==> config.mk <==
export PLATFORM = sky130hd
export DESIGN_NAME = word_wrap_text_layout_unit
export DESIGN_NICKNAME = d
export VERILOG_FILES = /design/src/rtl/wwl_pkg.sv /design/src/rtl/word_wrap_text_layout_unit.sv /design/src/rtl/wwl_ram.sv /design/src/rtl/wwl_front.sv /design/src/rtl/wwl_back.sv
export SDC_FILE = /design/constraint.sdc
export NUM_CORES = 1
export LEC_CHECK = 0
export BUFFER_PORTS_ARGS = -buffer_cell sky130_fd_sc_hd__buf_2
export CORE_MARGIN = 1
export CORE_UTILIZATION = 30
export DETAILED_ROUTE_END_ITERATION = 10
export GPL_TIMING_DRIVEN = 0
export PLACE_DENSITY = 0.56
export SYNTH_ARGS = -nofsm -noshare
export SYNTH_HDL_FRONTEND = slang
export SYNTH_HIERARCHICAL = 1
export SYNTH_SLANG_ARGS = --single-unit
==> constraint.sdc <==
create_clock -name clk -period 5.71 [get_ports clk]
set_input_delay 0.8565 -clock clk [delete_from_list [all_inputs] [get_ports clk]]
set_output_delay 0.8565 -clock clk [all_outputs]
set_load 0.05 [all_outputs]
==> src/rtl/wwl_pkg.sv <==
// Shared types and constants for the word wrap text layout unit.
`default_nettype none
package wwl_pkg;

  localparam int WORD_BUFFER_DEPTH_DEF = 60;
  localparam int QUEUE_DEPTH = 2;

  localparam logic [5:0] CPL_RESET = 6'd52;
  localparam logic [6:0] LPP_RESET = 7'd15;

  localparam logic [7:0] CH_NEWLINE = 8'd10;
  localparam logic [7:0] CH_SPACE = 8'd32;
  localparam logic [7:0] CH_ZERO = 8'd0;

  localparam logic REG_CPL = 1'b0;
  localparam logic REG_LPP = 1'b1;

  typedef logic [1:0] cls_t;
  localparam cls_t CLS_OTHER = 2'd0;
  localparam cls_t CLS_NL = 2'd1;
  localparam cls_t CLS_SP = 2'd2;
  localparam cls_t CLS_ZERO = 2'd3;

  typedef struct packed {
    cls_t cls;
    logic [7:0] chr;
    logic eot;
  } item_t;

  typedef struct packed {
    logic [5:0] cpl;
    logic [6:0] lpp;
  } cfg_t;

  typedef struct packed {
    logic draw;
    logic wipe_before;
    logic [7:0] glyph;
    logic [5:0] column;
    logic [5:0] row;
    logic last;
  } result_t;

endpackage
`default_nettype wire

==> src/rtl/word_wrap_text_layout_unit.sv <==
// Top level of the word wrap text layout unit: register port, input queue and sequencer.
//
// Text enters one byte per beat on the in_ channel (valid/stall); each accepted byte yields
// zero or more result beats on the out_ channel, the final one of them marked by out_last.
// A result is a drawn glyph at column/row, or a wipe-only beat with out_draw low.
// A two-entry queue parts the input side from the sequencer, so bytes are taken while
// the sequencer works or while a result waits in the output register.
// The sequencer produces at most one result per cycle. A byte that is only buffered as
// part of a word is taken in the head state; a byte that is drawn directly passes the
// head, act and fin states; a word flush makes the space decision and then places each
// buffered byte in turn; a wipe-only result adds the flush state. The word buffer is a
// RAM with registered read, read one entry per cycle during a flush unless the
// sequencer is halted by a stall on the out_ channel.
// A stall on the out_ channel holds the output register and, once the one-result
// holding stage is full too, halts the sequencer; the queue then fills and in_stall rises.
// Reset (rst_n low, synchronous) empties the queue, homes the cursor, clears the pending
// space and word length and loads 52 columns and 15 rows; the word buffer is not cleared.
// Registers: byte address 0 holds the line length in cells, byte address 4 the page height.
`default_nettype none
module word_wrap_text_layout_unit #(
  parameter int WORD_BUFFER_DEPTH = wwl_pkg::WORD_BUFFER_DEPTH_DEF
) (
  input  wire logic        clk,
  input  wire logic        rst_n,
  input  wire logic        in_valid,
  output logic             in_stall,
  input  wire logic [7:0]  in_character,
  input  wire logic        in_end_of_text,
  output logic             out_valid,
  input  wire logic        out_stall,
  output logic             out_draw,
  output logic             out_wipe_before,
  output logic [7:0]       out_glyph,
  output logic [5:0]       out_column,
  output logic [5:0]       out_row,
  output logic             out_last,
  input  wire logic        psel,
  input  wire logic        penable,
  input  wire logic        pwrite,
  input  wire logic [2:0]  paddr,
  input  wire logic [31:0] pwdata,
  output logic [31:0]      prdata,
  output logic             pready
);
  import wwl_pkg::*;

  cfg_t cfg_r, cfg_nxt;
  logic cfg_wr;
  logic q_vld;
  item_t q_item;
  logic q_pop;
  result_t res;

  assign pready = 1'b1;
  assign cfg_wr = psel & penable & pwrite & pready;

  always_comb begin
    cfg_nxt = cfg_r;
    if (cfg_wr) begin
      case (paddr[2])
        REG_CPL: cfg_nxt.cpl = pwdata[5:0];
        REG_LPP: cfg_nxt.lpp = pwdata[6:0];
        default: cfg_nxt = cfg_r;
      endcase
    end
  end

  always_comb begin
    case (paddr[2])
      REG_CPL: prdata = {26'd0, cfg_r.cpl};
      REG_LPP: prdata = {25'd0, cfg_r.lpp};
      default: prdata = 32'd0;
    endcase
  end

  always_ff @(posedge clk) begin
    if (!rst_n) begin
      cfg_r.cpl <= CPL_RESET;
      cfg_r.lpp <= LPP_RESET;
    end else begin
      cfg_r <= cfg_nxt;
    end
  end

  wwl_front u_front (
    .clk            (clk),
    .rst_n          (rst_n),
    .in_valid       (in_valid),
    .in_stall       (in_stall),
    .in_character   (in_character),
    .in_end_of_text (in_end_of_text),
    .q_vld          (q_vld),
    .q_item         (q_item),
    .q_pop          (q_pop)
  );

  wwl_back #(
    .DEPTH (WORD_BUFFER_DEPTH)
  ) u_back (
    .clk       (clk),
    .rst_n     (rst_n),
    .cfg       (cfg_r),
    .q_vld     (q_vld),
    .q_item    (q_item),
    .q_pop     (q_pop),
    .out_valid (out_valid),
    .out_stall (out_stall),
    .out_res   (res)
  );

  assign out_draw = res.draw;
  assign out_wipe_before = res.wipe_before;
  assign out_glyph = res.glyph;
  assign out_column = res.column;
  assign out_row = res.row;
  assign out_last = res.last;

endmodule
`default_nettype wire

==> src/rtl/wwl_ram.sv <==
// Generic simple dual-port RAM with registered read.
`default_nettype none
module wwl_ram #(
  parameter int WIDTH = 8,
  parameter int DEPTH = 60
) (
  input  wire logic                     clk,
  input  wire logic                     we,
  input  wire logic [$clog2(DEPTH)-1:0] waddr,
  input  wire logic [WIDTH-1:0]         wdata,
  input  wire logic                     re,
  input  wire logic [$clog2(DEPTH)-1:0] raddr,
  output logic      [WIDTH-1:0]         rdata
);

  logic [WIDTH-1:0] mem [DEPTH];
  logic [WIDTH-1:0] rdata_r;

  always_ff @(posedge clk) begin
    if (we) begin
      mem[waddr] <= wdata;
    end
    if (re) begin
      rdata_r <= mem[raddr];
    end
  end

  assign rdata = rdata_r;

endmodule
`default_nettype wire

==> src/rtl/wwl_front.sv <==
// Input side: accepts text beats, classifies each byte and queues it for the sequencer.
`default_nettype none
module wwl_front (
  input  wire logic          clk,
  input  wire logic          rst_n,
  input  wire logic          in_valid,
  output logic               in_stall,
  input  wire logic [7:0]    in_character,
  input  wire logic          in_end_of_text,
  output logic               q_vld,
  output wwl_pkg::item_t     q_item,
  input  wire logic          q_pop
);
  import wwl_pkg::*;

  localparam int QD = QUEUE_DEPTH;
  localparam int PW = $clog2(QD);
  localparam int CW = $clog2(QD + 1);

  item_t q_mem [QD];
  logic [PW-1:0] wr_ptr_r, wr_ptr_nxt;
  logic [PW-1:0] rd_ptr_r, rd_ptr_nxt;
  logic [CW-1:0] cnt_r, cnt_nxt;
  logic push;
  item_t new_item;

  always_comb begin
    new_item.chr = in_character;
    new_item.eot = in_end_of_text;
    case (in_character)
      CH_NEWLINE: new_item.cls = CLS_NL;
      CH_SPACE: new_item.cls = CLS_SP;
      CH_ZERO: new_item.cls = CLS_ZERO;
      default: new_item.cls = CLS_OTHER;
    endcase
  end

  assign in_stall = (cnt_r == CW'(QD));
  assign push = in_valid & ~in_stall;
  assign q_vld = (cnt_r != '0);
  assign q_item = q_mem[rd_ptr_r];

  always_comb begin
    wr_ptr_nxt = wr_ptr_r;
    rd_ptr_nxt = rd_ptr_r;
    cnt_nxt = cnt_r;
    if (push) begin
      wr_ptr_nxt = (wr_ptr_r == PW'(QD - 1)) ? '0 : wr_ptr_r + PW'(1);
    end
    if (q_pop && q_vld) begin
      rd_ptr_nxt = (rd_ptr_r == PW'(QD - 1)) ? '0 : rd_ptr_r + PW'(1);
    end
    if (push && !(q_pop && q_vld)) begin
      cnt_nxt = cnt_r + CW'(1);
    end else if (!push && q_pop && q_vld) begin
      cnt_nxt = cnt_r - CW'(1);
    end
  end

  always_ff @(posedge clk) begin
    if (!rst_n) begin
      wr_ptr_r <= '0;
      rd_ptr_r <= '0;
      cnt_r <= '0;
    end else begin
      wr_ptr_r <= wr_ptr_nxt;
      rd_ptr_r <= rd_ptr_nxt;
      cnt_r <= cnt_nxt;
    end
  end

  always_ff @(posedge clk) begin
    if (push) begin
      q_mem[wr_ptr_r] <= new_item;
    end
  end

endmodule
`default_nettype wire

==> src/rtl/wwl_back.sv <==
// Layout sequencer: cursor, word buffer, wrap decisions and the result output register.
`default_nettype none
module wwl_back #(
  parameter int DEPTH = wwl_pkg::WORD_BUFFER_DEPTH_DEF
) (
  input  wire logic           clk,
  input  wire logic           rst_n,
  input  wire wwl_pkg::cfg_t  cfg,
  input  wire logic           q_vld,
  input  wire wwl_pkg::item_t q_item,
  output logic                q_pop,
  output logic                out_valid,
  input  wire logic           out_stall,
  output wwl_pkg::result_t    out_res
);
  import wwl_pkg::*;

  localparam int LW = $clog2(DEPTH + 1);
  localparam int AW = $clog2(DEPTH);
  localparam int SW = ((LW > 6) ? LW : 6) + 2;
  localparam logic [LW-1:0] DEPTH_L = LW'(DEPTH);

  localparam logic [2:0] ST_HEAD = 3'd0;
  localparam logic [2:0] ST_SPACE = 3'd1;
  localparam logic [2:0] ST_WORD = 3'd2;
  localparam logic [2:0] ST_ACT = 3'd3;
  localparam logic [2:0] ST_FIN = 3'd4;
  localparam logic [2:0] ST_FLUSH = 3'd5;

  logic [2:0] state_r, state_nxt;
  logic [5:0] col_r, col_nxt;
  logic [5:0] row_r, row_nxt;
  logic pend_r, pend_nxt;
  logic [LW-1:0] len_r, len_nxt;
  logic [LW-1:0] idx_r, idx_nxt;
  item_t item_r, item_nxt;
  logic forced_r, forced_nxt;
  logic ret_fin_r, ret_fin_nxt;
  logic wipe_r, wipe_nxt;
  result_t hold_r, hold_nxt;
  logic hold_vld_r, hold_vld_nxt;
  result_t out_r, out_nxt;
  logic out_vld_r, out_vld_nxt;

  logic ram_we;
  logic [AW-1:0] ram_waddr;
  logic [7:0] ram_wdata;
  logic ram_re;
  logic [AW-1:0] ram_raddr;
  logic [7:0] ram_rdata;

  logic [5:0] cpl_e;
  logic [6:0] lpp_e;
  logic [6:0] row_inc;
  logic nl_wrap;
  logic [5:0] nl_row;
  logic col_full;
  logic [5:0] pg_col;
  logic [5:0] pg_row;
  logic pg_wipe;
  logic too_long;
  logic len_full;
  logic [LW-1:0] idx_inc;
  logic out_free;
  logic can_go;
  logic place;
  logic nl_do;
  logic [7:0] pg_chr;
  logic emit_en;
  logic flush_en;
  result_t emit_res;

  wwl_ram #(
    .WIDTH (8),
    .DEPTH (DEPTH)
  ) u_word_ram (
    .clk   (clk),
    .we    (ram_we),
    .waddr (ram_waddr),
    .wdata (ram_wdata),
    .re    (ram_re),
    .raddr (ram_raddr),
    .rdata (ram_rdata)
  );

  always_comb begin
    cpl_e = (cfg.cpl == 6'd0) ? 6'd1 : cfg.cpl;
    if (cfg.lpp == 7'd0) begin
      lpp_e = 7'd1;
    end else if (cfg.lpp > 7'd64) begin
      lpp_e = 7'd64;
    end else begin
      lpp_e = cfg.lpp;
    end
  end

  assign row_inc = {1'b0, row_r} + 7'd1;
  assign nl_wrap = (row_inc >= lpp_e);
  assign nl_row = nl_wrap ? 6'd0 : row_inc[5:0];
  assign col_full = (col_r >= cpl_e);
  assign pg_col = col_full ? 6'd0 : col_r;
  assign pg_row = col_full ? nl_row : row_r;
  assign pg_wipe = wipe_r | (col_full & nl_wrap);
  assign too_long = (SW'(col_r) + SW'(1) + SW'(len_r)) > SW'(cpl_e);
  assign len_full = (len_r == DEPTH_L);
  assign idx_inc = idx_r + LW'(1);
  assign out_free = ~out_vld_r | ~out_stall;
  assign can_go = ~hold_vld_r | out_free;

  always_comb begin
    state_nxt = state_r;
    col_nxt = col_r;
    row_nxt = row_r;
    pend_nxt = pend_r;
    len_nxt = len_r;
    idx_nxt = idx_r;
    item_nxt = item_r;
    forced_nxt = forced_r;
    ret_fin_nxt = ret_fin_r;
    wipe_nxt = wipe_r;
    q_pop = 1'b0;
    ram_we = 1'b0;
    ram_waddr = len_r[AW-1:0];
    ram_wdata = item_r.chr;
    ram_re = 1'b0;
    ram_raddr = '0;
    place = 1'b0;
    nl_do = 1'b0;
    pg_chr = item_r.chr;
    emit_en = 1'b0;
    emit_res = '0;
    flush_en = 1'b0;

    case (state_r)
      ST_HEAD: begin
        if (q_vld) begin
          q_pop = 1'b1;
          item_nxt = q_item;
          wipe_nxt = 1'b0;
          if (q_item.cls == CLS_OTHER && pend_r && !len_full) begin
            if (!q_item.eot) begin
              ram_we = 1'b1;
              ram_wdata = q_item.chr;
              len_nxt = len_r + LW'(1);
            end else begin
              state_nxt = ST_ACT;
            end
          end else if (pend_r) begin
            forced_nxt = (q_item.cls == CLS_OTHER);
            ret_fin_nxt = 1'b0;
            state_nxt = ST_SPACE;
          end else begin
            state_nxt = ST_ACT;
          end
        end
      end
      ST_SPACE: begin
        if (can_go) begin
          ram_re = 1'b1;
          ram_raddr = '0;
          idx_nxt = '0;
          if (forced_r || too_long) begin
            nl_do = 1'b1;
          end else begin
            place = 1'b1;
            pg_chr = CH_SPACE;
          end
          if (len_r == '0) begin
            pend_nxt = 1'b0;
            state_nxt = ret_fin_r ? ST_FIN : ST_ACT;
          end else begin
            state_nxt = ST_WORD;
          end
        end
      end
      ST_WORD: begin
        if (can_go) begin
          place = 1'b1;
          pg_chr = ram_rdata;
          idx_nxt = idx_inc;
          ram_raddr = idx_inc[AW-1:0];
          ram_re = (idx_inc != len_r);
          if (idx_inc == len_r) begin
            pend_nxt = 1'b0;
            len_nxt = '0;
            state_nxt = ret_fin_r ? ST_FIN : ST_ACT;
          end
        end
      end
      ST_ACT: begin
        if (can_go) begin
          case (item_r.cls)
            CLS_NL: nl_do = 1'b1;
            CLS_SP: begin
              pend_nxt = 1'b1;
              len_nxt = '0;
            end
            CLS_ZERO: place = 1'b1;
            default: begin
              if (pend_r && !len_full) begin
                ram_we = 1'b1;
                len_nxt = len_r + LW'(1);
              end else begin
                place = 1'b1;
              end
            end
          endcase
          if (item_r.eot && (item_r.cls == CLS_SP || (item_r.cls == CLS_OTHER && pend_r))) begin
            forced_nxt = 1'b0;
            ret_fin_nxt = 1'b1;
            state_nxt = ST_SPACE;
          end else begin
            state_nxt = ST_FIN;
          end
        end
      end
      ST_FIN: begin
        if (can_go) begin
          if (wipe_r || item_r.eot) begin
            emit_en = 1'b1;
            emit_res.wipe_before = 1'b1;
            wipe_nxt = 1'b0;
            if (item_r.eot) begin
              col_nxt = 6'd0;
              row_nxt = 6'd0;
            end
            state_nxt = ST_FLUSH;
          end else begin
            flush_en = hold_vld_r;
            state_nxt = ST_HEAD;
          end
        end
      end
      ST_FLUSH: begin
        if (can_go) begin
          flush_en = 1'b1;
          state_nxt = ST_HEAD;
        end
      end
      default: state_nxt = ST_HEAD;
    endcase

    if (nl_do) begin
      col_nxt = 6'd0;
      row_nxt = nl_row;
      wipe_nxt = wipe_r | nl_wrap;
    end
    if (place) begin
      emit_en = 1'b1;
      emit_res.draw = 1'b1;
      emit_res.wipe_before = pg_wipe;
      emit_res.glyph = pg_chr;
      emit_res.column = pg_col;
      emit_res.row = pg_row;
      col_nxt = pg_col + 6'd1;
      row_nxt = pg_row;
      wipe_nxt = 1'b0;
    end
  end

  always_comb begin
    out_vld_nxt = out_vld_r & out_stall;
    out_nxt = out_r;
    hold_nxt = hold_r;
    hold_vld_nxt = hold_vld_r;
    if (emit_en) begin
      if (hold_vld_r) begin
        out_nxt = hold_r;
        out_nxt.last = 1'b0;
        out_vld_nxt = 1'b1;
      end
      hold_nxt = emit_res;
      hold_vld_nxt = 1'b1;
    end else if (flush_en) begin
      out_nxt = hold_r;
      out_nxt.last = 1'b1;
      out_vld_nxt = 1'b1;
      hold_vld_nxt = 1'b0;
    end
  end

  always_ff @(posedge clk) begin
    if (!rst_n) begin
      state_r <= ST_HEAD;
      col_r <= 6'd0;
      row_r <= 6'd0;
      pend_r <= 1'b0;
      len_r <= '0;
      wipe_r <= 1'b0;
      hold_vld_r <= 1'b0;
      out_vld_r <= 1'b0;
    end else begin
      state_r <= state_nxt;
      col_r <= col_nxt;
      row_r <= row_nxt;
      pend_r <= pend_nxt;
      len_r <= len_nxt;
      wipe_r <= wipe_nxt;
      hold_vld_r <= hold_vld_nxt;
      out_vld_r <= out_vld_nxt;
    end
  end

  always_ff @(posedge clk) begin
    idx_r <= idx_nxt;
    item_r <= item_nxt;
    forced_r <= forced_nxt;
    ret_fin_r <= ret_fin_nxt;
    hold_r <= hold_nxt;
    out_r <= out_nxt;
  end

  assign out_valid = out_vld_r;
  assign out_res = out_r;

endmodule
`default_nettype wire

==> impl_metrics.yaml <==
status:
  status: "finished, final reports clean"
floorplanning:
  die-width_um: 295.9
  pin_count: 109
  row_count: 107
  initial_core_util_pct: 30.34
  die_y_um: 295.9
  coreArea_um2: 85410
  dieArea_um2: 87570
critical_path:
  max_stage_delay_ns: 0.81
  crit_path_start_kind: "flop"
  crit_type: "reg2reg"
  r2r_end: "u_back/u_word_ram/rdata[3]$_DFFE_PP_"
  crit_slowest_cell: "o311ai_0"
  crit_chain: "nor2b_1 -> nand2b_1 -> buf_2 -> nor2_1 -> and2_1 -> buf_2 -> buf_4 -> buf_2 -> buf_2 -> mux4_2 -> o311ai_0 -> a31oi_1"
  cp_max_fo: 10
  worstSetupEndpointType: "flop"
  required_ns: 5.95
  r2r-start: "u_back/state_r[1]$_SDFFE_PN0P_"
  cp_data_arrival_time_ns: 5.61
  crit_top_cell: "buf_2"
  reg2reg_depth: 12
  reg2reg_slack_ns: 0.35
clock_tree:
  worst_skew_pair.late_latency_ns: 0.61
  cts_setup_buffers: 0
  hold_buffers: 0
  postCtsResizedCells: 0
  cts_inserted_buffers: 66
  clockRootBuffer: "clkbuf_16"
  clk_path_buf_depth: 3
  cts.clk_slew.worst_paths_ns: 0.06
  cts_num_sinks: 617
  htree_levels: 3
  cts_tree: "built"
yosys:
  synthMostInstantiatedCell: "edfxtp_1"
  synth-compound-area-share_pct: 4.702
  synth_xor_xnor_area_share_pct: 0.8304
  seq_area_frac_synth_pct: 69.83
  synthAdderAreaFrac_pct: 1.526
  synth-simple-area-share_pct: 6.957
  ys_types: 82
  synth_cells: 1536
  synth-async-reset-ratio_pct: 0
  yosys_most_used_dff: "edfxtp_1"
  synth_mux_area_share_pct: 13.31
  synth_top_area_share_pct: 66.51
  synth_edf_count: 574
  ys_warn_count: 6
  synth_top_family_by_area: "multiplexers"
  synthTopCellsByArea: "edfxtp_1 (67%), mux4_2 (9.5%), dfxtp_1 (3.3%)"
  synth_common_cells: "edfxtp_1 (574), nor2_1 (120), mux4_2 (109)"
  yosys.area.top_type: "edfxtp_1"
  ys_seq_elements: 617
  avgSynthCellArea_um2: 16.87
  synthesis.area_um2: 25920
grt:
  antenna_found_initial: 0
  grt_pass1_wl_mm: 93.86
  grt_overflow: 0
  grt_usage_pct: 14.55
  first_global_vias: 14343
  grt_max_degree: 61
hold_path:
  min_to: "u_back/out_res[4]$_DFFE_PP_"
  min_path_cells: 0
  min-delay-start: "u_back/hold_r[4]$_SDFFCE_PN0P_"
  hp-class: "reg2reg"
cells_and_area:
  area.sequential_um2: 18100
  final-instance-count-excl-fill: 2881
  fillCellCount: 8168
  areaGrowthSynthToFinish_pct: 14.99
  fin_nets: 1769
  fin_area_um2: 29800
  diodes: 0
  multi_input_area_um2: 7198
  drive_gt1_share_pct: 21.30
detailed_routing:
  via_count: 14317
  viasPerCell: 4.969
  routedWlPerCell_um: 22.07
  ant_nets: 0
  drtIter0Drc: 1198
  drt-pass1-iter-count: 6
  routed_wirelength_mm: 63.59
  drcViolationCount: 0
place:
  gp_congestion: 0.9119
  portBuffers: 54
  dp.final_hpwl_mm: 42.19
  dpl-instance-area_um2: 27770
  dp_cells: 2763
  pre_cts_slack_ns: 0.03648
timing:
  maxSlewHeadroom_pct: 10.71
  finalHoldViolations: 0
  fin_crit_sh_pct: 93.92
  finalSetupViolations: 0
  worst_slack_ns: 0.3469
  worst_pin_slew_ns: 1.339
  min_period_ns: 5.363
  tns_ns: 0
  grt_setup_unrepaired: "no"
  maxSlewViolCount: 0
  clock.fmax_mhz: 186.5
  clock-skew-final_ns: 0.02942
pwr:
  vdd_drop_max_v: 0.0001890
  p_leak_uw: 0.009529
  power_density_nw_per_um2: 402.9
run:
  cap_violations: 0
worst max-delay path, delay by kind of cell (launching register included):
kind	cells	cell delay, ns
and+or+nand+nor	4	1.20
buffers and inverters	5	1.71
muxes	1	0.42
AOI/OAI and AO/OA	2	1.19
DFF	1	0.46
stage by stage:
step | power [uW] | util (%) | hold slack, ns
finish | 12010 | 34.89 | 0.4165
global route | 12470 | 34.89 | 0.4219
CTS | 12110 | 34.88 | 0.4175
floorplan | 7200 | - | 0.4003
global placement | 8006 | 32.44 | 0.4044
detailed placement | 8065 | 32.51 | 0.4056
registers in the layout (all words and copies together), names as in the netlist, named ones only:
register / cells
u_back/wipe_r: 1
u_front/rd_ptr_r: 1
u_back/forced_r: 1
u_back/hold_r: 22
u_front/q_mem: 22
u_back/row_r: 6
u_back/hold_vld_r: 1
u_back/pend_r: 1
u_front/cnt_r: 2
cfg_r: 13
u_back/u_word_ram/mem: 480
u_back/state_r: 3
u_back/ret_fin_r: 1
u_back/out_valid: 1
u_back/len_r: 6
u_back/item_r: 11
u_back/u_word_ram/rdata: 8
u_front/wr_ptr_r: 1
u_back/out_res: 23
u_back/idx_r: 6
u_back/col_r: 6
metal layers:
metal  global-route usage (%)  vias up  part of all wire [%]
met1                    19.47     7370                    43
li1                         -     6318                     -
met3                    2.503      107                   6.1
met5                        0        -                     0
met2                    24.29      522                    49
met4                    3.993        0                   2.5
power breakdown:
part	total (uW)	internal [uW]	leakage (uW)	switching, uW
clock	4040	2300	0.000985	1750
combinational	2430	809	0.00300	1620
sequential	5540	5420	0.00554	120
cell usage in the layout, fill, tap and decap left out, types with 7 or more instances in the layout:
cell       netlist  layout
nand2_1         79      79
o21ai_1          7       7
inv_1           32      32
dfxtp_1         43      43
a31oi_1         11      11
nor2_1         120     120
mux2i_1         41      41
o21a_1           9       9
a22o_1           8       8
a21oi_1         32      32
a22oi_1         17      17
buf_6            8      10
mux2_2          31      31
edfxtp_1       574     574
o211ai_1         7       7
mux4_2         109     109
buf_4           32      35
buf_2           14      68
clkbuf_1        33      46
nor3_1          25      23
and3_1          13      13
xnor2_1          9       9
xor2_1          13      13
mux4_1           9       9
conb_1           2      26
ha_1            30      30
nand3_1         25      25
nand2b_1        13      13
and2_1          11      11
nand4_1         11      11
clkinv_1         0      14
o21ai_0         36      36
clkbuf_16        0      68
nor2b_1         31      31
a221oi_1         8       8
clkinv_2         0      10
worst max-delay path by stage:
stage	start	endpoint	slack, ns	cells past startpoint
2_1_floorplan	u_back/len_r[0]$_SDFFE_PN0P_	u_back/out_res[0]$_DFFE_PP_	1.47	13
3_3_place_gp	out_stall	u_back/u_word_ram/rdata[3]$_DFFE_PP_	0.06	12
3_5_place_dp	out_stall	u_back/u_word_ram/rdata[3]$_DFFE_PP_	0.04	12
4_1_cts	u_back/state_r[1]$_SDFFE_PN0P_	u_back/u_word_ram/rdata[3]$_DFFE_PP_	0.45	12
5_1_grt	u_back/state_r[1]$_SDFFE_PN0P_	u_back/u_word_ram/rdata[3]$_DFFE_PP_	0.30	12
6_report	u_back/state_r[1]$_SDFFE_PN0P_	u_back/u_word_ram/rdata[3]$_DFFE_PP_	0.35	12
cell families (layout without fill, tap and decap cells):
| family | after synthesis | count (layout) |
|---|---|---|
| AND/OR/NAND/NOR | 366 | 366 |
| adder cells (fa/ha/maj) | 31 | 31 |
| flip-flops | 617 | 617 |
| other | 2 | 26 |
| AO/OA/AOI/OAI | 180 | 180 |
| multiplexers | 190 | 190 |
| XOR/XNOR | 23 | 23 |
| buffers and inverters | 127 | 304 |
cell type report:
type / count / area share [%]
Sequential cell: 617 / 60.73
Multi-Input combinational cell: 816 / 24.15
Clock buffer: 82 / 5.920
Tap cell: 1144 / 4.803
Buffer: 94 / 2.032
Timing Repair Buffer: 59 / 1.058
Clock inverter: 36 / 0.8901
Inverter: 33 / 0.4157
(Power assumes the default switching activity.)
